==> config.mk <==
export PLATFORM = sky130hd
export DESIGN_NAME = chte_ctrl
export DESIGN_NICKNAME = d
export VERILOG_FILES = /design/src/chte_pkg.sv /design/src/chte_ctrl.sv
export SDC_FILE = /design/constraint.sdc
export NUM_CORES = 1
export LEC_CHECK = 0
export ABC_AREA = 1
export BUFFER_PORTS_ARGS = -buffer_cell sky130_fd_sc_hd__buf_2
export CORE_AREA = 2 2 39 41
export CTS_CLUSTER_DIAMETER = 50
export DETAILED_ROUTE_END_ITERATION = 10
export DIE_AREA = 0 0 41 43
export PLACE_DENSITY = 0.42
export SLEW_MARGIN = 30
export SYNTH_ARGS = -nofsm -noshare
export SYNTH_HDL_FRONTEND = slang
export SYNTH_SLANG_ARGS = --single-unit
==> constraint.sdc <==
create_clock -name i_clk -period 1.95 [get_ports i_clk]
set_clock_uncertainty 0.2 [all_clocks]
set_input_delay 0.195 -clock i_clk [delete_from_list [all_inputs] [get_ports i_clk]]
set_output_delay 0.195 -clock i_clk [all_outputs]
set_load 0.01 [all_outputs]
==> src/chte_pkg.sv <==
// ----------------------------------------------------------------------------
// chte_pkg
// Shared types, codes and default sizes for the chained hash table engine.
// ----------------------------------------------------------------------------
package chte_pkg;

    localparam int DEF_MAX_BUCKETS = 16;
    localparam int DEF_BUCKET_WAYS = 4;
    localparam int DEF_KEY_BITS    = 32;
    localparam int DEF_VALUE_BITS  = 32;

    // bucket count register
    localparam int              CFG_W     = 5;
    localparam logic [CFG_W-1:0] CFG_RESET = 5'd16;

    // key bits consumed per cycle by the modulo unit
    localparam int DIGIT_W = 4;

    localparam int CMD_W    = 2;
    localparam int STATUS_W = 3;

    localparam logic [CMD_W-1:0] CMD_INSERT = 2'd0;
    localparam logic [CMD_W-1:0] CMD_LOOKUP = 2'd1;
    localparam logic [CMD_W-1:0] CMD_REMOVE = 2'd2;

    localparam logic [STATUS_W-1:0] ST_INSERTED  = 3'd0;
    localparam logic [STATUS_W-1:0] ST_UPDATED   = 3'd1;
    localparam logic [STATUS_W-1:0] ST_FOUND     = 3'd2;
    localparam logic [STATUS_W-1:0] ST_NOT_FOUND = 3'd3;
    localparam logic [STATUS_W-1:0] ST_FULL      = 3'd4;

    typedef struct packed {
        logic [CMD_W-1:0] cmd;
        logic [31:0]      key;
        logic [31:0]      value_in;
    } t_in_item;

    typedef struct packed {
        logic [STATUS_W-1:0] status;
        logic [31:0]         value_out;
    } t_out_item;

    typedef struct packed {
        logic load;
        logic div_step;
        logic mem_read;
        logic exec;
        logic out_load;
    } t_dp_cmd;

    typedef struct packed {
        logic div_done;
        logic out_free;
    } t_dp_stat;

endpackage

==> src/chte_ctrl.sv <==
// ----------------------------------------------------------------------------
// chte_ctrl
// Request sequencer: accept, modulo steps, bucket read, update, hand-off.
// ----------------------------------------------------------------------------
module chte_ctrl import chte_pkg::*; (
    input  logic     i_clk,
    input  logic     i_rst_n,
    input  logic     i_in_valid,
    output logic     o_in_stall,
    output t_dp_cmd  o_cmd,
    input  t_dp_stat i_stat
);

    typedef enum logic [4:0] {
        S_IDLE = 5'b00001,
        S_DIV  = 5'b00010,
        S_READ = 5'b00100,
        S_EXEC = 5'b01000,
        S_DONE = 5'b10000
    } t_state;

    t_state r_state;
    t_state n_state;

    always_ff @(posedge i_clk) begin
        if (!i_rst_n) begin
            r_state <= S_IDLE;
        end else begin
            r_state <= n_state;
        end
    end

    always_comb begin
        n_state = r_state;
        o_cmd   = '0;
        case (r_state)
            S_IDLE: begin
                if (i_in_valid) begin
                    o_cmd.load = 1'b1;
                    n_state    = S_DIV;
                end
            end
            S_DIV: begin
                o_cmd.div_step = 1'b1;
                if (i_stat.div_done) begin
                    n_state = S_READ;
                end
            end
            S_READ: begin
                o_cmd.mem_read = 1'b1;
                n_state        = S_EXEC;
            end
            S_EXEC: begin
                o_cmd.exec = 1'b1;
                n_state    = S_DONE;
            end
            S_DONE: begin
                // wait for the output register to be free
                if (i_stat.out_free) begin
                    o_cmd.out_load = 1'b1;
                    n_state        = S_IDLE;
                end
            end
            default: begin
                n_state = S_IDLE;
            end
        endcase
    end

    assign o_in_stall = (r_state != S_IDLE);

endmodule

# Word-level counts from Yosys, hierarchy flattened
# Cells that the tools add are included.
# word_totals
regBits,5
latch_bits,0
mem_bits_rw,0
mem_bits_ro,0
input_bits,5
out_inout_bits,6
word_cells,22
mem_count,0
# op_classes
add_sub_neg,0
mul,0
n_div,0
magnitude_cmp,0
eq_ne,9
shift,0
n_mux,11
n_bitwise,0
reduce_logical,1
# ops
operator,n
case mux 5 bit (5 select lines),1
2-to-1 mux 5 bit,3
2-to-1 mux 1 bit,7
"!= test 2 bit, second input constant",3
"equality test 5 x 1 -> 1 bit, second input constant",1
"equality test 5 x 2 -> 1 bit, second input constant",1
"equality test 5 x 3 -> 1 bit, second input constant",1
"equality test 5 x 4 -> 1 bit, second input constant",1
"equality test 5 bit, second input constant",1
"!= test 5 x 1 -> 1 bit, second input constant",1
AND reduction 3 bit,1

# Logic depth before layout (Yosys ltp)
# Gate-level depths: netlist of the first run.
# depth
ltp_word,3
depth_mapped,7
depth_no_buf,7

# Worst setup path before layout of the first run
# No wires, ideal clock.
# synth_path
path_kind,flip-flop to flip-flop
from,reg r_state[0]
to,reg r_state[0]
setup_time_ns,0.112
arrival_ns,0.860
required_ns,1.638
slack_ns,0.778
path_stages_with_launch,8
path_buffers,0
period_less_slack_ns,1.172
cell_sequence,dfxtp_1 -> inv_2 -> nor2_2 -> nand3_2 -> o21ai_0 -> nor2_1 -> nand2_1 -> nand2_1
# synth_via
elab_chain_cells,3
word_cells_on_any_way,10
cone_classes,8 x eq/ne; 1 x mux; 1 x reduce/logical
# synth_rtl
item,line_no,text
"start, declared",chte_ctrl.sv:22,t_state r_state;
"start signal, assigned",chte_ctrl.sv:29,r_state <= n_state;
equality test 5 x 2 -> 1 bit (tied with other cells),chte_ctrl.sv:36,case (r_state)
!= test 2 bit (no source line),-,
AND reduction 3 bit (no source line),-,
# Parallel ways exist; a longest one is shown, timed or not.
# A chain may end at the register's enable or synchronous reset.

==> reports/qor.txt, run 1 <==
Run status: finished clean
Antenna diodes: 0
Setup crit start kind: flop
# H-tree levels: 1
Number of global-route vias before repair: 274
Antenna violations before repair: 0
Crit share post-route: 78.8%
Die W: 41 µm
Via-to-Cell Ratio: 4.25
Synthesized cell area: 317 µm²
Ports: 11
Slowest CP cell: dfxtp_1
Gr ovfl total: 0
Internal Power: 0.208 mW
Power density cells: 719 nW/µm²
Largest cells by area after synthesis: dfxtp_1 (32%), inv_1 (13%), nand4_1 (9.9%)
Routed Wire Length: 642 µm
Crit path max fanout: 3
WHS Endpoint: r_state[0]$_SDFFE_PN1P_
Largest net degree at the start of global routing: 7
Total power: 0.291 mW
R2R cell count: 6
Maximum vdd drop: 0.273 mV
FF-to-FF Start: r_state[0]$_SDFFE_PN1P_
R2r endpoint: r_state[0]$_SDFFE_PN1P_
Cells after DPL: 73
Via count: 327
Crit-path max cell delay: 0.39 ns
Ratio of cells with drive above 1 in the final layout: 36.1%
RSZ-0062 raised after global routing: no
CTS tree: done
Post-cts resize count: 0
Initial DRC Count: 3
First-pass GRT wire length: 1060 µm
First-pass DRT Iterations: 4
DR WL/cell: 8.34 µm
Worst-path cell chain: inv_2 -> nor2_2 -> nand3_2 -> nor2_4 -> buf_2
Worst slew margin: 88.7%
Full die area: 1760 µm²
CTS Hold Bufs: 0
Sequential share of power: 39.0%
Clock slew at reported path FFs: 0.04 ns
Max clock buf depth: 2
Required time worst endpoint: 1.55 ns
Pre-CTS setup slack: 0.672 ns
Post-CTS Setup Bufs: 0
Gr usage total: 9.34%
Setup TNS: 0 ns
Initial Utilization: 22.9%
Core area: 1380 µm²
Switching pwr: 0.0832 mW
Setup CP Type: reg2out
Setup crit end kind: primary output
Unique cell type count in the Yosys netlist: 14
Worst Setup SP: r_state[0]$_SDFFE_PN1P_
FP Rows: 14
Worst skew pair latency: 0.24 ns
Largest register FFs: 5
Synth top area share: 31.6%
Origin of the worst min-delay path: i_rst_n
Tmin final: 1.54 ns
Pleak: 0.242 nW
Total CTS buffers: 3
Combinational fraction of design power: 20.7%
Commonest non-fill, non-tap cell in the layout: inv_1
Clock Tree Root: clkbuf_4
Nets: 67
CTS sink count: 5
Final setup fails: 0
#FFs+latches synth: 5
Post-DP HPWL: 531 µm
Seq/Total Area, Yosys: 31.6%
Final Non-Filler Cells: 77
Net switching share of the total power: 28.5%
Clock network fraction of design power: 40.3%
Cell taking the most area after synthesis: dfxtp_1
Most frequent cells in the layout: inv_1 (11), buf_2 (10), nor2_1 (7)
Syn Nets: 53
Worst Tran Pin Value: 0.168 ns
Synth Warn #: 0
Layout area overhead: 28.1%
Final-report max-slew violation count: 0
Biggest register: r_state
Largest regs: r_state (5)
GP Congestion: 0.699
Hold Fails Final Rpt: 0
Residual DRC: 0
Die Y: 43 µm
R2r setup slk: 0.72 ns
Upper clock frequency limit: 651 MHz
Type of the worst min-delay path: in2reg
Synth Instances: 48
IO buf count: 10
Worst Hold Slack: 0.0147 ns
Setup WS post-layout: 0.414 ns
Total of max-cap violations: 0
Hold Path Cell Cnt: 4
Synthesized area per cell: 6.59 µm²
Post-route ant nets: 0
Critical Path AT: 1.14 ns
==> layout make-up <==
class                      count  area, µm²
tap                           16       20.0
timing repair buffer          10       50.0
fill                         161        978
multi-input combinational     29        160
sequential                     5        100
inverter                      13       48.8
clock buffer                   4       26.3
==> worst max-delay path by stage <==
stage | endpoint | cells after the start
finish | o_cmd[4] | 5
detailed placement | o_cmd[4] | 5
floorplan | r_state[0]$_SDFFE_PN1P_ | 7
CTS | o_cmd[4] | 5
global route | o_cmd[1] | 4
global placement | o_cmd[4] | 5
==> critical path: cells and delay by family (launching register included) <==
kind                   cells  cell delay [ns]
flip-flops                 1             0.39
buffers and inverters      2             0.18
AND/OR/NAND/NOR            3             0.33
==> kinds of logic after synthesis <==
family,after synthesis,share of synthesized area (%)
simple gates,26,44.7
buf+inv,14,17.8
flops,5,31.6
compound gates,3,5.93
==> through the flow <==
stage | util [%] | area, µm²
floorplan | - | 317
global placement | 27.4 | 379
detailed placement | 27.4 | 379
CTS | 29.3 | 405
global route | 29.3 | 405
finish | 29.3 | 405
==> routing by layer <==
metal | vias up | global-route usage [%] | share of wire (%)
li1 | 174 | - | -
met1 | 142 | 11.9 | 45
met2 | 9 | 11.9 | 48
met3 | 2 | 1.57 | 5.1
met4 | 0 | 10.0 | 2.2
met5 | - | 0 | 0
==> power groups by stage <==
stage | logic (mW) | clock network (mW) | registers, mW
floorplan | 0.0455 | 0 | 0.114
global placement | 0.0619 | 0 | 0.115
detailed placement | 0.0609 | 0 | 0.115
CTS | 0.0610 | 0.124 | 0.113
global route | 0.0703 | 0.130 | 0.114
finish | 0.0604 | 0.117 | 0.114
==> cell usage after synthesis (all sizes together) <==
library cell	n
nand4	5
nand3	3
a21oi	2
inv	13
nand2	6
o21ai	1
dfxtp	5
nor2	12
buf	1
No activity file was read; power rests on OpenSTA's default activity.
==> inputs of run 2 (changes only) <==
- clock period: 1.95 -> 1.5 ns (I/O delays scaled with it)
==> run 2 against run 1 <==
Effect of this change:
- sequential cell count is the same
- largest power group unchanged
- non-clock buffer count increased by 4
- wire length grew 13%
- global-route usage rose by 1.4 points
- core utilization grew 4.2 points
- hold slack improved by 0.090 ns
- highest routed layer unchanged
- cell area is 15% higher
==> reports/qor.txt, run 2 (same netlist as run 1, synthesis figures left out) <==
Hold Fails Final Rpt: 0
First-pass GRT wire length: 1100 µm
Pleak: 0.263 nW
Biggest register: r_state
Worst skew pair latency: 0.24 ns
RSZ-0062 raised after global routing: yes
Gr usage total: 10.7%
Commonest non-fill, non-tap cell in the layout: inv_1
Run status: finished clean
Setup crit start kind: flop
Final Non-Filler Cells: 81
Worst slew margin: 86.5%
Cells after DPL: 73
Sequential share of power: 37.1%
GP Congestion: 0.667
DP Area: 379 µm²
Initial Utilization: 22.9%
Max clock buf depth: 2
Routed Wire Length: 725 µm
IO buf count: 10
Clock slew at reported path FFs: 0.04 ns
Total power: 0.401 mW
Clock network fraction of design power: 38.1%
# H-tree levels: 1
Switching pwr: 0.113 mW
Setup WS post-layout: 0.0347 ns
Antenna diodes: 0
Crit share post-route: 97.7%
Pre-CTS setup slack: 0.274 ns
Combinational fraction of design power: 24.8%
Setup CP Type: reg2out
Critical Path AT: 1.12 ns
Post-DP HPWL: 547 µm
Setup TNS: 0 ns
Antenna violations before repair: 0
Via count: 343
FP Rows: 14
Type of the worst min-delay path: in2reg
Largest register FFs: 5
Full die area: 1760 µm²
Worst-path cell chain: nor2_4 -> nand3_4 -> nor2_4 -> buf_6
Maximum vdd drop: 0.281 mV
Crit path max fanout: 6
Final-report max-slew violation count: 0
Ports: 11
Die Y: 43 µm
Tmin final: 1.47 ns
Initial DRC Count: 9
Largest net degree at the start of global routing: 7
Total CTS buffers: 3
Die W: 41 µm
Gr ovfl total: 0
Ratio of cells with drive above 1 in the final layout: 43.1%
Core area: 1380 µm²
Upper clock frequency limit: 682 MHz
Slowest CP cell: dfxtp_2
CTS tree: done
Setup crit end kind: primary output
Residual DRC: 0
Power density cells: 863 nW/µm²
Number of global-route vias before repair: 273
Layout area overhead: 46.6%
Most frequent cells in the layout: inv_1 (11), buf_2 (9), nor2_1 (7)
Crit-path max cell delay: 0.33 ns
Via-to-Cell Ratio: 4.23
Most Frequent Cell on Critical Path: nor2_4
First-pass DRT Iterations: 4
Total of max-cap violations: 0
CTS sink count: 5
Required time worst endpoint: 1.15 ns
DR WL/cell: 8.95 µm
Largest regs: r_state (5)
Internal Power: 0.288 mW
Clock Tree Root: clkbuf_4
R2r setup slk: 0.13 ns
Final instance area: 464 µm²
Final setup fails: 0
Nets: 71
Post-route ant nets: 0
Net switching share of the total power: 28.2%
Worst Tran Pin Value: 0.201 ns
[run 2: cell type report]
class                      instances  area (µm²)
tap                               16        20.0
inverter                          13        48.8
timing repair buffer              14        91.3
sequential                         5         103
multi-input combinational         29         175
clock buffer                       4        26.3
fill                             170         920
[run 2: layer usage]
metal  share of wire [%]  global-route usage [%]
met5                   0                       0
met1                  43                    12.2
met4                 3.4                    12.0
met3                 5.9                    6.28
met2                  48                    12.2
[run 2: power groups by stage]
stage	sequential, mW	clock [mW]	combinational, mW
floorplan	0.148	0	0.0591
global placement	0.150	0	0.0800
detailed placement	0.150	0	0.0790
CTS	0.147	0.161	0.0833
global route	0.150	0.166	0.111
finish	0.149	0.153	0.0993
[run 2: path summary, 6_finish.rpt]
kind                            depth (start not counted)                    start                       to
worst max register to register                          7  r_state[1]$_SDFFE_PN0P_  r_state[0]$_SDFFE_PN1P_
worst min-delay path                                    4                i_stat[0]  r_state[4]$_SDFFE_PN0P_
worst min register to register                          3  r_state[3]$_SDFFE_PN0P_  r_state[3]$_SDFFE_PN0P_
worst max-delay path                                    4  r_state[3]$_SDFFE_PN0P_                 o_cmd[4]
[run 2: per-stage QoR]
step | utilization (%) | hold WS [ns]
after floorplan | - | 0.0967
after global routing | 33.5 | 0.121
final | 33.5 | 0.104
after detailed placement | 27.4 | 0.228
after CTS | 30.7 | 0.0785
after global placement | 27.4 | 0.221
[run 2: worst max-delay path, delay by kind of cell (launching register included)]
kind                   cells  cell delay, ns
buffers and inverters      1            0.10
AND/OR/NAND/NOR            3            0.43
flip-flops                 1            0.33
[run 2: repair_timing]
| item | in CTS | in global routing |
|---|---|---|
| endpoints found under the hold margin | 2 | 0 |
| hold buffers | 2 | 0 |
| buffers inserted | 0 | 2 |
| resized for setup | 0 | 6 |
| setup endpoints to repair | 0 | 4 |
==> inputs of run 3 (changes only) <==
- CORE_AREA: 2 2 39 41 -> 3 3 40 42
- DIE_AREA: 0 0 41 43 -> 0 0 43 45
- clock period: 1.5 -> 1.85 ns (I/O delays scaled with it)
==> run 3 against run 2 <==
Effect of this change:
- combinational power decreased by 36%
- global-route usage fell by 2.5 points
- die area grew 9.8%
- wire length decreased by 11%
- first-iteration DRC count decreased by 56%
- final cell count is 6.2% lower
- count of clock-buffer cells in the layout is the same
- sequential cell count did not move
- non-clock buffer count is 4 lower
- total power decreased by 23%
- sequential power shrank 19%
- sequential share of layout area rose by 2.7 points
- largest cell class unchanged
- largest power group unchanged
==> reports/qor.txt, run 3 (same netlist as run 1, synthesis figures left out) <==
Final-report max-slew violation count: 0
Post-cts resize count: 0
Gr usage total: 8.26%
Maximum vdd drop: 0.350 mV
WHS Endpoint: r_state[2]$_SDFFE_PN0P_
Initial Utilization: 24.6%
Hold Fails Final Rpt: 0
Clock slew at reported path FFs: 0.04 ns
First-pass DRT Iterations: 2
Gr ovfl total: 0
Register area: 100 µm²
Pleak: 0.242 nW
R2R cell count: 6
Tmin final: 1.51 ns
Most frequent cells in the layout: inv_1 (11), buf_2 (10), nor2_1 (7)
Die W: 43 µm
Post-DP HPWL: 552 µm
R2r endpoint: r_state[0]$_SDFFE_PN1P_
Crit share post-route: 81.7%
Largest regs: r_state (5)
FP Rows: 13
Multi-input logic area: 160 µm²
Post-CTS Setup Bufs: 0
Nets: 67
Clock Tree Root: clkbuf_4
Layout area overhead: 27.7%
Final Non-Filler Cells: 76
Setup crit end kind: primary output
Crit path max fanout: 3
Origin of the worst min-delay path: i_stat[1]
Max clock buf depth: 2
Worst Hold Slack: 0.00940 ns
Ratio of cells with drive above 1 in the final layout: 36.1%
Post-route ant nets: 0
Biggest register: r_state
Number of global-route vias before repair: 273
Antenna violations before repair: 0
Final setup fails: 0
Setup TNS: 0 ns
Routed Wire Length: 647 µm
DR WL/cell: 8.51 µm
Setup CP Type: reg2out
Upper clock frequency limit: 662 MHz
Pre-CTS setup slack: 0.595 ns
CTS tree: done
Ports: 11
Worst skew pair latency: 0.24 ns
Die Y: 45 µm
Total of max-cap violations: 0
Worst Tran Pin Value: 0.180 ns
Run status: finished clean
GP Congestion: 0.687
Via count: 308
Residual DRC: 0
Critical Path AT: 1.13 ns
Setup WS post-layout: 0.339 ns
Required time worst endpoint: 1.46 ns
IO buf count: 10
# H-tree levels: 1
Setup crit start kind: flop
Total power: 0.308 mW
Worst slew margin: 87.9%
R2r setup slk: 0.60 ns
Full die area: 1940 µm²
FF-to-FF Start: r_state[2]$_SDFFE_PN0P_
Hold Path Cell Cnt: 3
RSZ-0062 raised after global routing: no
Antenna diodes: 0
Core area: 1280 µm²
CTS sink count: 5
Commonest non-fill, non-tap cell in the layout: inv_1
Type of the worst min-delay path: in2reg
Total CTS buffers: 3
Fill cells: 145
Largest net degree at the start of global routing: 7
Cells after DPL: 72
Largest register FFs: 5
Via-to-Cell Ratio: 4.05
First-pass GRT wire length: 1130 µm
CTS Hold Bufs: 0
Initial DRC Count: 4
Power density cells: 762 nW/µm²
[run 3: where the power goes]
| group | internal, mW | switching (mW) |
|---|---|---|
| Clock | 0.0815 | 0.0434 |
| Sequential | 0.113 | 0.00636 |
| Combinational | 0.0246 | 0.0388 |
| Total | 0.220 | 0.0885 |
[run 3: worst max path at each step]
stage / start / to / slack, ns / depth (start not counted)
after floorplan: r_state[0]$_SDFFE_PN1P_ / r_state[0]$_SDFFE_PN1P_ / 0.68 / 7
after global placement: r_state[2]$_SDFFE_PN0P_ / r_state[0]$_SDFFE_PN1P_ / 0.54 / 6
after detailed placement: r_state[2]$_SDFFE_PN0P_ / r_state[0]$_SDFFE_PN1P_ / 0.59 / 6
after CTS: r_state[0]$_SDFFE_PN1P_ / o_cmd[4] / 0.33 / 5
after global routing: r_state[0]$_SDFFE_PN1P_ / o_cmd[4] / 0.21 / 5
final: r_state[0]$_SDFFE_PN1P_ / o_cmd[4] / 0.34 / 5
[run 3: routing by layer]
metal | GRT usage, % | up-vias | wire length [µm]
li1 | - | 173 | -
met1 | 10.2 | 128 | 319
met2 | 10.5 | 7 | 287
met3 | 5.18 | 0 | 40
met4 | 5.42 | 0 | 0
met5 | 0 | - | 0
[run 3: layout make-up]
class                   count  share of cell area (%)
clock buffers               4                    6.50
flip-flops and latches      5                    24.8
inverters                  13                    12.1
multi-input cells          29                    39.6
well taps                  15                    4.64
repair buffers             10                    12.4
[run 3: worst max-delay path, stage by stage, from the launching register on]
cell and delay (ns):
dfxtp_1 0.38, inv_2 0.05, nor2_2 0.11, nand3_2 0.11
nor2_4 0.11, buf_2 0.13
[run 3: through the flow]
stage	instance area (µm²)	utilization (%)
3_3_place_gp	378	29.4
2_1_floorplan	317	-
4_1_cts	404	31.5
6_report	404	31.5
3_5_place_dp	378	29.4
5_1_grt	404	31.5
