## config.mk

```make
export PLATFORM = sky130hd
export DESIGN_NAME = chte_dp
export DESIGN_NICKNAME = d
export VERILOG_FILES = /design/src/chte_pkg.sv /design/src/chte_dp.sv
export SDC_FILE = /design/constraint.sdc
export NUM_CORES = 2
export LEC_CHECK = 0
export BUFFER_PORTS_ARGS = -buffer_cell sky130_fd_sc_hd__buf_4
export CAP_MARGIN = 25
export CORE_MARGIN = 5
export CORE_UTILIZATION = 50
export DETAILED_ROUTE_END_ITERATION = 12
export PLACE_DENSITY = 0.65
export SYNTH_ARGS = -nofsm -noshare
export SYNTH_HDL_FRONTEND = slang
export SYNTH_MEMORY_MAX_BITS = 65536
export SYNTH_SLANG_ARGS = --single-unit
```

## constraint.sdc

```tcl
create_clock -name i_clk -period 13.2 [get_ports i_clk]
set_input_delay 0.66 -clock i_clk [delete_from_list [all_inputs] [get_ports i_clk]]
set_output_delay 0.66 -clock i_clk [all_outputs]
set_load 0.01 [all_outputs]
```

## src/chte_pkg.sv

```systemverilog
// ----------------------------------------------------------------------------
// chte_pkg
// Shared types, codes and default sizes for the chained hash table engine.
// ----------------------------------------------------------------------------
package chte_pkg;

    localparam int DEF_MAX_BUCKETS = 16;
    localparam int DEF_BUCKET_WAYS = 4;
    localparam int DEF_KEY_BITS    = 32;
    localparam int DEF_VALUE_BITS  = 32;

    // bucket count register
    localparam int              CFG_W     = 5;
    localparam logic [CFG_W-1:0] CFG_RESET = 5'd16;

    // key bits consumed per cycle by the modulo unit
    localparam int DIGIT_W = 4;

    localparam int CMD_W    = 2;
    localparam int STATUS_W = 3;

    localparam logic [CMD_W-1:0] CMD_INSERT = 2'd0;
    localparam logic [CMD_W-1:0] CMD_LOOKUP = 2'd1;
    localparam logic [CMD_W-1:0] CMD_REMOVE = 2'd2;

    localparam logic [STATUS_W-1:0] ST_INSERTED  = 3'd0;
    localparam logic [STATUS_W-1:0] ST_UPDATED   = 3'd1;
    localparam logic [STATUS_W-1:0] ST_FOUND     = 3'd2;
    localparam logic [STATUS_W-1:0] ST_NOT_FOUND = 3'd3;
    localparam logic [STATUS_W-1:0] ST_FULL      = 3'd4;

    typedef struct packed {
        logic [CMD_W-1:0] cmd;
        logic [31:0]      key;
        logic [31:0]      value_in;
    } t_in_item;

    typedef struct packed {
        logic [STATUS_W-1:0] status;
        logic [31:0]         value_out;
    } t_out_item;

    typedef struct packed {
        logic load;
        logic div_step;
        logic mem_read;
        logic exec;
        logic out_load;
    } t_dp_cmd;

    typedef struct packed {
        logic div_done;
        logic out_free;
    } t_dp_stat;

endpackage

```

## src/chte_dp.sv

```systemverilog
// ----------------------------------------------------------------------------
// chte_dp
// Datapath: bucket count register, digit-serial modulo, bucket row memories,
// way match and update, result and output registers.
// ----------------------------------------------------------------------------
module chte_dp import chte_pkg::*; #(
    parameter int MAX_BUCKETS = DEF_MAX_BUCKETS,
    parameter int BUCKET_WAYS = DEF_BUCKET_WAYS,
    parameter int KEY_BITS    = DEF_KEY_BITS,
    parameter int VALUE_BITS  = DEF_VALUE_BITS
) (
    input  logic             i_clk,
    input  logic             i_rst_n,
    input  logic             i_cfg_we,
    input  logic [CFG_W-1:0] i_cfg_wdata,
    input  t_in_item         i_in_item,
    output logic             o_out_valid,
    input  logic             i_out_stall,
    output t_out_item        o_out_item,
    input  t_dp_cmd          i_cmd,
    output t_dp_stat         o_stat
);

    localparam int STEPS  = (KEY_BITS + DIGIT_W - 1) / DIGIT_W;
    localparam int PAD_W  = STEPS * DIGIT_W;
    localparam int CNT_W  = (STEPS > 1) ? $clog2(STEPS) : 1;
    localparam int BKT_W  = (MAX_BUCKETS > 1) ? $clog2(MAX_BUCKETS) : 1;
    localparam int WAY_W  = (BUCKET_WAYS > 1) ? $clog2(BUCKET_WAYS) : 1;
    localparam int REM_W  = CFG_W;
    localparam int KROW_W = BUCKET_WAYS * KEY_BITS;
    localparam int VROW_W = BUCKET_WAYS * VALUE_BITS;

    logic [CFG_W-1:0]       r_cfg;
    logic [CMD_W-1:0]       r_op;
    logic [KEY_BITS-1:0]    r_key;
    logic [VALUE_BITS-1:0]  r_val;
    logic [PAD_W-1:0]       r_shift;
    logic [REM_W-1:0]       r_rem;
    logic [REM_W-1:0]       r_div;
    logic [CNT_W-1:0]       r_cnt;
    logic [BKT_W-1:0]       r_bucket;

    logic [KROW_W-1:0]      r_key_mem [MAX_BUCKETS];
    logic [VROW_W-1:0]      r_val_mem [MAX_BUCKETS];
    logic [BUCKET_WAYS-1:0] r_valid   [MAX_BUCKETS];

    logic [KROW_W-1:0]      r_key_row;
    logic [VROW_W-1:0]      r_val_row;
    logic [BUCKET_WAYS-1:0] r_vrow;

    t_out_item              r_res;
    logic                   r_out_valid;
    t_out_item              r_out_item;

    logic [REM_W-1:0]       eff_div;
    logic [REM_W:0]         part;
    logic [REM_W-1:0]       rem_next;
    logic                   div_done;

    logic [BUCKET_WAYS-1:0] hit;
    logic [WAY_W-1:0]       m_way;
    logic [WAY_W-1:0]       f_way;
    logic                   any_hit;
    logic                   any_free;
    logic [KROW_W-1:0]      n_key_row;
    logic [VROW_W-1:0]      n_val_row;
    logic [BUCKET_WAYS-1:0] n_vrow;
    logic                   key_we;
    logic                   val_we;
    t_out_item              n_res;

    // zero means one bucket, large counts saturate
    always_comb begin
        eff_div = r_cfg;
        if (r_cfg == '0) begin
            eff_div = REM_W'(1);
        end else if (int'(r_cfg) > MAX_BUCKETS) begin
            eff_div = REM_W'(MAX_BUCKETS);
        end
    end

    // one key digit per cycle, restoring compare and subtract per bit
    always_comb begin
        part     = '0;
        rem_next = r_rem;
        for (int b = 0; b < DIGIT_W; b++) begin
            part = {rem_next, r_shift[PAD_W-1-b]};
            if (part >= {1'b0, r_div}) begin
                part = part - {1'b0, r_div};
            end
            rem_next = part[REM_W-1:0];
        end
    end

    assign div_done = (r_cnt == CNT_W'(STEPS - 1));

    // way match and free way, lowest way wins
    always_comb begin
        m_way    = '0;
        f_way    = '0;
        for (int w = 0; w < BUCKET_WAYS; w++) begin
            hit[w] = r_vrow[w] && (r_key_row[w*KEY_BITS +: KEY_BITS] == r_key);
        end
        for (int w = BUCKET_WAYS - 1; w >= 0; w--) begin
            if (hit[w]) begin
                m_way = WAY_W'(w);
            end
            if (!r_vrow[w]) begin
                f_way = WAY_W'(w);
            end
        end
        any_hit  = |hit;
        any_free = ~&r_vrow;
    end

    always_comb begin
        n_key_row       = r_key_row;
        n_val_row       = r_val_row;
        n_vrow          = r_vrow;
        key_we          = 1'b0;
        val_we          = 1'b0;
        n_res.status    = ST_NOT_FOUND;
        n_res.value_out = '0;
        case (r_op)
            CMD_INSERT: begin
                if (any_hit) begin
                    n_val_row[m_way*VALUE_BITS +: VALUE_BITS] = r_val;
                    val_we       = 1'b1;
                    n_res.status = ST_UPDATED;
                end else if (any_free) begin
                    n_key_row[f_way*KEY_BITS +: KEY_BITS]     = r_key;
                    n_val_row[f_way*VALUE_BITS +: VALUE_BITS] = r_val;
                    n_vrow[f_way] = 1'b1;
                    key_we        = 1'b1;
                    val_we        = 1'b1;
                    n_res.status  = ST_INSERTED;
                end else begin
                    n_res.status = ST_FULL;
                end
            end
            CMD_LOOKUP: begin
                if (any_hit) begin
                    n_res.status    = ST_FOUND;
                    n_res.value_out = 32'(r_val_row[m_way*VALUE_BITS +: VALUE_BITS]);
                end
            end
            CMD_REMOVE: begin
                if (any_hit) begin
                    n_vrow[m_way] = 1'b0;
                    n_res.status  = ST_FOUND;
                end
            end
            default: begin
                n_res.status = ST_NOT_FOUND;
            end
        endcase
    end

    // control state
    always_ff @(posedge i_clk) begin
        if (!i_rst_n) begin
            r_cfg       <= CFG_RESET;
            r_out_valid <= 1'b0;
            for (int b = 0; b < MAX_BUCKETS; b++) begin
                r_valid[b] <= '0;
            end
        end else begin
            if (i_cfg_we) begin
                r_cfg <= i_cfg_wdata;
            end
            if (i_cmd.out_load) begin
                r_out_valid <= 1'b1;
            end else if (!i_out_stall) begin
                r_out_valid <= 1'b0;
            end
            if (i_cmd.exec) begin
                r_valid[r_bucket] <= n_vrow;
            end
        end
    end

    // payload
    always_ff @(posedge i_clk) begin
        if (i_cmd.load) begin
            r_op    <= i_in_item.cmd;
            r_key   <= KEY_BITS'(i_in_item.key);
            r_val   <= VALUE_BITS'(i_in_item.value_in);
            r_shift <= PAD_W'(KEY_BITS'(i_in_item.key));
            r_rem   <= '0;
            r_cnt   <= '0;
            r_div   <= eff_div;
        end
        if (i_cmd.div_step) begin
            r_shift <= r_shift << DIGIT_W;
            r_rem   <= rem_next;
            r_cnt   <= r_cnt + 1'b1;
            if (div_done) begin
                r_bucket <= BKT_W'(rem_next);
            end
        end
        if (i_cmd.mem_read) begin
            r_vrow <= r_valid[r_bucket];
        end
        if (i_cmd.exec) begin
            r_res <= n_res;
        end
        if (i_cmd.out_load) begin
            r_out_item <= r_res;
        end
    end

    // bucket row memories
    always_ff @(posedge i_clk) begin
        if (i_cmd.mem_read) begin
            r_key_row <= r_key_mem[r_bucket];
            r_val_row <= r_val_mem[r_bucket];
        end
        if (i_cmd.exec && key_we) begin
            r_key_mem[r_bucket] <= n_key_row;
        end
        if (i_cmd.exec && val_we) begin
            r_val_mem[r_bucket] <= n_val_row;
        end
    end

    assign o_stat.div_done = div_done;
    assign o_stat.out_free = !r_out_valid || !i_out_stall;
    assign o_out_valid     = r_out_valid;
    assign o_out_item      = r_out_item;

endmodule

```

# ---- Word level (Yosys, flattened, before mapping)
# Memory sizes are Yosys's and may differ from the RTL's. A register that Yosys moved wholly into a read port is not among the register bits.
# Index checks and enable logic that the tools add are counted.
dict set report totals {
  ff_bits 191
  ram_bits 4160
  input_bits 80
  output_inout_bits 38
  elab_cells 131
  memories 3
}
# memory words word_bits read_ports rd_ports_with_merged_regs wr line_no
set memory_table {}
lappend memory_table {r_key_mem 16 128 1 1 1 chte_dp.sv:43} ;# logic [KROW_W-1:0] r_key_mem [MAX_BUCKETS];
lappend memory_table {r_val_mem 16 128 1 1 1 chte_dp.sv:44} ;# logic [VROW_W-1:0] r_val_mem [MAX_BUCKETS];
lappend memory_table {r_valid 16 4 1 1 16 chte_dp.sv:45} ;# logic [BUCKET_WAYS-1:0] r_valid [MAX_BUCKETS];
dict set report classes {
  n_addsub 7
  magnitude_cmp 9
  eq_ne 8
  shift 6
  mux 59
  bitwise 3
  n_reduce_logical 20
}
# op n
set ops {}
lappend ops {{$mux W128} 6}
lappend ops {{$bwmux W128} 3}
lappend ops {{$shiftx A32 B34 Y128} 3}
lappend ops {{$shift A32 B34 Y128 const A} 2}
lappend ops {{$eq A32 B32 Y1} 4}
lappend ops {{$shiftx A128 B8 Y32} 1}
lappend ops {{$neg A7 Y34} 2}
lappend ops {{$mux W32} 2}
lappend ops {{$mux W5} 7}
lappend ops {{$mux W33} 1}
lappend ops {{$ge A6 B5 Y1} 4}
lappend ops {{$mux W4} 5}
lappend ops {{$sub A5 B5 Y5} 4}
lappend ops {{$mux W1} 19}
lappend ops {{$mux W2} 8}
lappend ops {{$mux W3} 4}
lappend ops {{$pmux W3 S3} 1}
lappend ops {{$logic_and A1 B1 Y1} 8}
lappend ops {{$pmux W4 S2} 1}
lappend ops {{$reduce_or A4 Y1} 2}
lappend ops {{$lt A2 B3 Y1 const B} 2}
lappend ops {{$gt A5 B5 Y1 const B} 1}
lappend ops {{$logic_not A5 Y1} 1}
lappend ops {{$and A4 B4 Y4} 1}
lappend ops {{other kinds (16)} 20}

# ---- Depth between registers and ports, before layout
dict set report depth {
  depth_word 15
  ltp_mapped 30
  mapped_depth_nobuf 28
}

# ---- Least setup slack after synthesis
# Ideal clock, no wire load.
dict set report synth_path {
  path_type {register to register}
  start {register r_key[0]}
  end {memory r_key_mem[3][0] in the netlist's numbering (enable)}
  setup_ns 0.771
  arrival_ns 10.560
  required_ns 12.429
  path_slack_ns 1.869
  stages_incl_launch_ff 12
  n_path_buf 3
  period_less_slack_ns 11.331
  cell_sequence {edfxtp_1 -> buf_2 -> xnor2_1 -> nor4b_1 -> and4_1 -> nand3_1 -> and4_4 -> buf_6 -> buf_6 -> and2_1 -> nand4_1 -> nor3_1}
}
dict set report synth_between {
  elab_chain_len 8
  word_cells_on_any_way 14
  cone_classes {eq/ne (4); mux (4); reduce/logical (6)}
}
# element line_no
set synth_rtl {}
lappend synth_rtl {{start, declared} chte_dp.sv:35} ;# logic [KEY_BITS-1:0] r_key;
lappend synth_rtl {{start signal, assigned} chte_dp.sv:186} ;# r_key <= KEY_BITS'(i_in_item.key);
lappend synth_rtl {{$eq A32 B32 Y1} chte_dp.sv:102} ;# hit[w] = r_vrow[w] && (r_key_row[w*KEY_BITS +: KEY_BITS] == r_key);
lappend synth_rtl {{$logic_and A1 B1 Y1} chte_dp.sv:102}
lappend synth_rtl {{$reduce_or A4 Y1 *} chte_dp.sv:112} ;# any_hit = |hit;
lappend synth_rtl {{$mux W1 *} chte_dp.sv:126} ;# if (any_hit) begin
lappend synth_rtl {{$mux W1 *} chte_dp.sv:124} ;# case (r_op)
lappend synth_rtl {{$logic_and A1 B1 Y1 *} chte_dp.sv:218} ;# if (i_cmd.exec && key_we) begin
lappend synth_rtl {{$mux W1 *} chte_dp.sv:218}
lappend synth_rtl {{$mux W1 (implied by the code) *} chte_dp.sv:219} ;# r_key_mem[r_bucket] <= n_key_row;
lappend synth_rtl {{end, declared} chte_dp.sv:43}
# Mark *: on every way between the ends. The rest lies on a longest branch, timed or not.

# ---- Final worst setup path
dict set report layout_path {
  start {register r_div[1]}
  end {register r_bucket[2], data pin}
}
dict set report layout_between {
  elab_chain_len 8
  word_cells_on_any_way 12
  cone_classes {add/sub (4); order compare (4); mux (4)}
}
# element line_no
set layout_rtl {}
lappend layout_rtl {{start, declared} chte_dp.sv:39} ;# logic [REM_W-1:0] r_div;
lappend layout_rtl {{start signal, assigned} chte_dp.sv:191} ;# r_div <= eff_div;
lappend layout_rtl {{$sub A5 B5 Y5 or $ge A6 B5 Y1 (tied branches)} {chte_dp.sv:89, chte_dp.sv:88}}
lappend layout_rtl {{$mux W5} chte_dp.sv:88} ;# if (part >= {1'b0, r_div}) begin
lappend layout_rtl {{$sub A5 B5 Y5 or $ge A6 B5 Y1 (tied branches)} {chte_dp.sv:89, chte_dp.sv:88}}
lappend layout_rtl {{$mux W5} chte_dp.sv:88}
lappend layout_rtl {{$sub A5 B5 Y5 or $ge A6 B5 Y1 (tied branches)} {chte_dp.sv:89, chte_dp.sv:88}}
lappend layout_rtl {{$mux W5} chte_dp.sv:88}
lappend layout_rtl {{$ge A6 B5 Y1 or $sub A5 B5 Y5 (tied branches)} {chte_dp.sv:88, chte_dp.sv:89}}
lappend layout_rtl {{$mux W5 *} chte_dp.sv:88}
lappend layout_rtl {{net part[2]} chte_dp.sv:56} ;# logic [REM_W:0] part;
lappend layout_rtl {{end signal, assigned} chte_dp.sv:198} ;# r_bucket <= BKT_W'(rem_next);
lappend layout_rtl {{end, declared} chte_dp.sv:41} ;# logic [BKT_W-1:0] r_bucket;
# The timed path passes the listed nets; every way through them passes the cells marked *.
# A chain may end at the register's enable or synchronous reset.

==> results.json <==
{
  "p_int_uw": 25800,
  "switching_share_pct": 23.6,
  "insertion_delay_ps": 970,
  "cts_buffers": 441,
  "avgViaCountPerCell": 6.47,
  "clk_pin_slew_ps": 60,
  "synth_common_cells": "4601 x edfxtp_1, 1300 x mux4_2, 327 x nand2_1",
  "coreArea_um2": 358000,
  "synth_cells": 7983,
  "synthArstFlopShare_pct": 0,
  "dieHeight_um": 609,
  "fmax_mhz": 136,
  "final_nets": 8592,
  "drive_gt1_share_pct": 27.8,
  "design.die.area_um2": 371000,
  "drv_slew": 0,
  "clock-root-buffer": "clkbuf_16",
  "yosysSeqAreaShare_pct": 77.1,
  "grt_max_degree": 140,
  "final_util_pct": 56.5,
  "rsz0062_at_grt": "false",
  "place.port_buffers": 117,
  "top_level_ports": 118,
  "preCtsSetupSlack_ps": 5870,
  "setup_viol": 0,
  "layout_min_cycle_time_ps": 7360,
  "synthTopCellsByArea": "edfxtp_1 77%, mux4_2 16%, nand2_1 0.68%",
  "synth_top_area_share_pct": 76.9,
  "hp-class": "input port to flop",
  "htreeDepth": 5,
  "firstDrtPassIters": 6,
  "leakagePower_uw": 0.0636,
  "grt_pass1_wl_um": 663000,
  "hold_violations": 0,
  "combPwrFrac_pct": 12.0,
  "ctsLongestPathBuffers": 4,
  "path_class": "flop to flop",
  "end_kind": "flop",
  "outcome": "completed",
  "ys_dominant_reg_cell": "edfxtp_1",
  "fin_ws_ps": 5840,
  "clock_skew_ps": 48.3,
  "synth_top_area_cell": "edfxtp_1",
  "floorplan.initialDensity_pct": 50.1,
  "avgSynthCellArea_um2": 22.5,
  "ant_nets": 0,
  "power_uw": 33800,
  "synth_most_common_cell": "edfxtp_1",
  "path_max_fanout": 9,
  "drt-total-wl_um": 467000,
  "yosysWarningCount": 0,
  "vdd_drop_max_uv": 229,
  "start_kind": "flop",
  "synth_edf_count": 4601,
  "relSlewSlack_pct": 18.4,
  "tightest_slew_ps": 1210,
  "crit_required_ps": 13890,
  "syn_nets": 8104,
  "grt_use_total_pct": 24.8,
  "syn_area_um2": 180000,
  "cts.sinks": 4611,
  "clkPwrFrac_pct": 36.6,
  "wire_per_inst_um": 34.3,
  "synth_cell_type_count": 73,
  "p_switching_uw": 7950,
  "finalCritPeriodShare_pct": 55.8,
  "route.detailed.drc": 0,
  "synth-seq-cells": 4611,
  "grt_pass1_vias": 89000,
  "num_vias": 88000,
  "grt_antenna_before_repair": 12,
  "row_count": 220,
  "cap_violations": 0,
  "powerDensity_nw_per_um2": 167,
  "stdcell_area_um2": 202000,
  "placed_area_um2": 187000,
  "place.gp.congestion": 0.878,
  "overflow": 0,
  "tritoncts": "done",
  "tns_ps": 0,
  "syn_to_final_growth_pct": 12.7,
  "die_w_um": 609,
  "dp_hpwl_um": 245000,
  "cp.arrival_ps": 8050,
  "drt_iter0_drc": 11300,
  "power.share.sequential_pct": 51.4
}
## registers in the layout (all words and copies together) (netlist names), 4 cells and up
signal      cells
o_out_item     35
r_bucket        4
r_cfg           5
r_div           5
r_key          32
r_key_mem    2048
r_key_row     128
r_rem           5
r_res          35
r_shift        32
r_val          32
r_val_mem    2048
r_val_row     128
r_valid        64
r_vrow          4
## repair_timing
item | 4_1_cts | 5_1_grt
hold buffers | 75 | 0
resized for setup | 0 | 0
buffers inserted | 0 | 0
hold endpoints to repair | 76 | 0
endpoints found under the setup margin | 0 | 0
## power by group through the flow
| stage | combinational (uW) | clock, uW | sequential, uW |
|---|---|---|---|
| 2_1_floorplan | 2780 | 0 | 17500 |
| 3_3_place_gp | 3890 | 0 | 17600 |
| 3_5_place_dp | 4010 | 0 | 17600 |
| 4_1_cts | 4040 | 12500 | 17300 |
| 5_1_grt | 4340 | 13200 | 17300 |
| 6_report | 4050 | 12400 | 17300 |
## per-stage QoR
stage	hold slack (ps)	std cells
5_1_grt	61.3	13600
6_report	77.4	13600
3_5_place_dp	405	12700
3_3_place_gp	405	12600
4_1_cts	1.14	13600
2_1_floorplan	400	7983
## area by class of cell
cell class / instances / area, um^2
Fill cell: 25900 / 156000
Sequential cell: 4611 / 138000
Multi-Input combinational cell: 2870 / 39500
Clock buffer: 554 / 11700
Tap cell: 4773 / 5970
Timing Repair Buffer: 519 / 4430
Clock inverter: 249 / 2320
Inverter: 28 / 105
Antenna cell: 8 / 20.0
## layer usage
metal	global-route usage, %	vias to the layer above	part of all wire (%)
li1	-	34800	-
met1	33.6	47600	37
met2	41.8	4713	51
met3	3.51	911	8.2
met4	8.85	2	3.9
met5	0	-	0.0028
## placed cells by master (no fill, tap or decap), types with 36 or more instances in the layout
cell	Yosys	final
xnor2_1	37	37
bufinv_16	0	41
clkinv_2	0	73
dlygate4sd3_1	0	75
ha_1	37	36
nand2_1	327	326
buf_4	15	383
a21oi_1	176	176
mux2i_1	78	78
nand2b_1	45	45
clkinv_1	1	106
nor2_1	164	133
a22o_1	79	79
edfxtp_1	4601	4601
mux4_2	1300	1300
nor3_1	55	49
nand3_1	42	40
clkbuf_1	292	100
nor4_1	42	40
xor2_1	100	100
clkbuf_16	0	453
o21ai_0	79	64
## worst max-delay path, cell delays in order, from the launching register on
cell and delay, ps:
edfxtp_1 440, inv_1 220, fa_1 480, a21o_1 210, a22o_1 240, or2_2 350, o21ai_0 370, inv_1 110
ha_1 310, a41o_1 240, o21a_1 180, or3_1 440, mux2i_1 260, ha_1 310, nor2b_1 150, o21ai_0 160
nand2b_1 110, o22ai_1 190, o211ai_2 200, mux2i_1 260, fa_1 460, a21o_1 180, a21oi_1 210, nand2_1 90
a21o_1 200, or2_1 370, mux2_4 350
## path summary, 6_finish.rpt
kind | from | end | slack, ps | cells past startpoint
max | r_div[1] | r_bucket[2] | 5840 | 26
min | i_cfg_we | r_cfg[3] | 80 | 3
max reg2reg | r_div[1] | r_bucket[2] | 5840 | 26
min reg2reg | r_res[27] | o_out_item[27] | 420 | 0
## cells by family (layout without fill, tap and decap cells)
group	after synthesis	in the layout	synth area share, %
AO/OA/AOI/OAI	523	523	1.96
XOR/XNOR	137	137	0.668
adder cells (fa/ha/maj)	41	41	0.302
buffers and inverters	502	1350	1.18
flip-flops	4611	4611	77.1
multiplexers	1388	1388	16.8
other	0	8	0
AND/OR/NAND/NOR	781	781	2.02
(Power assumes the default switching activity.)
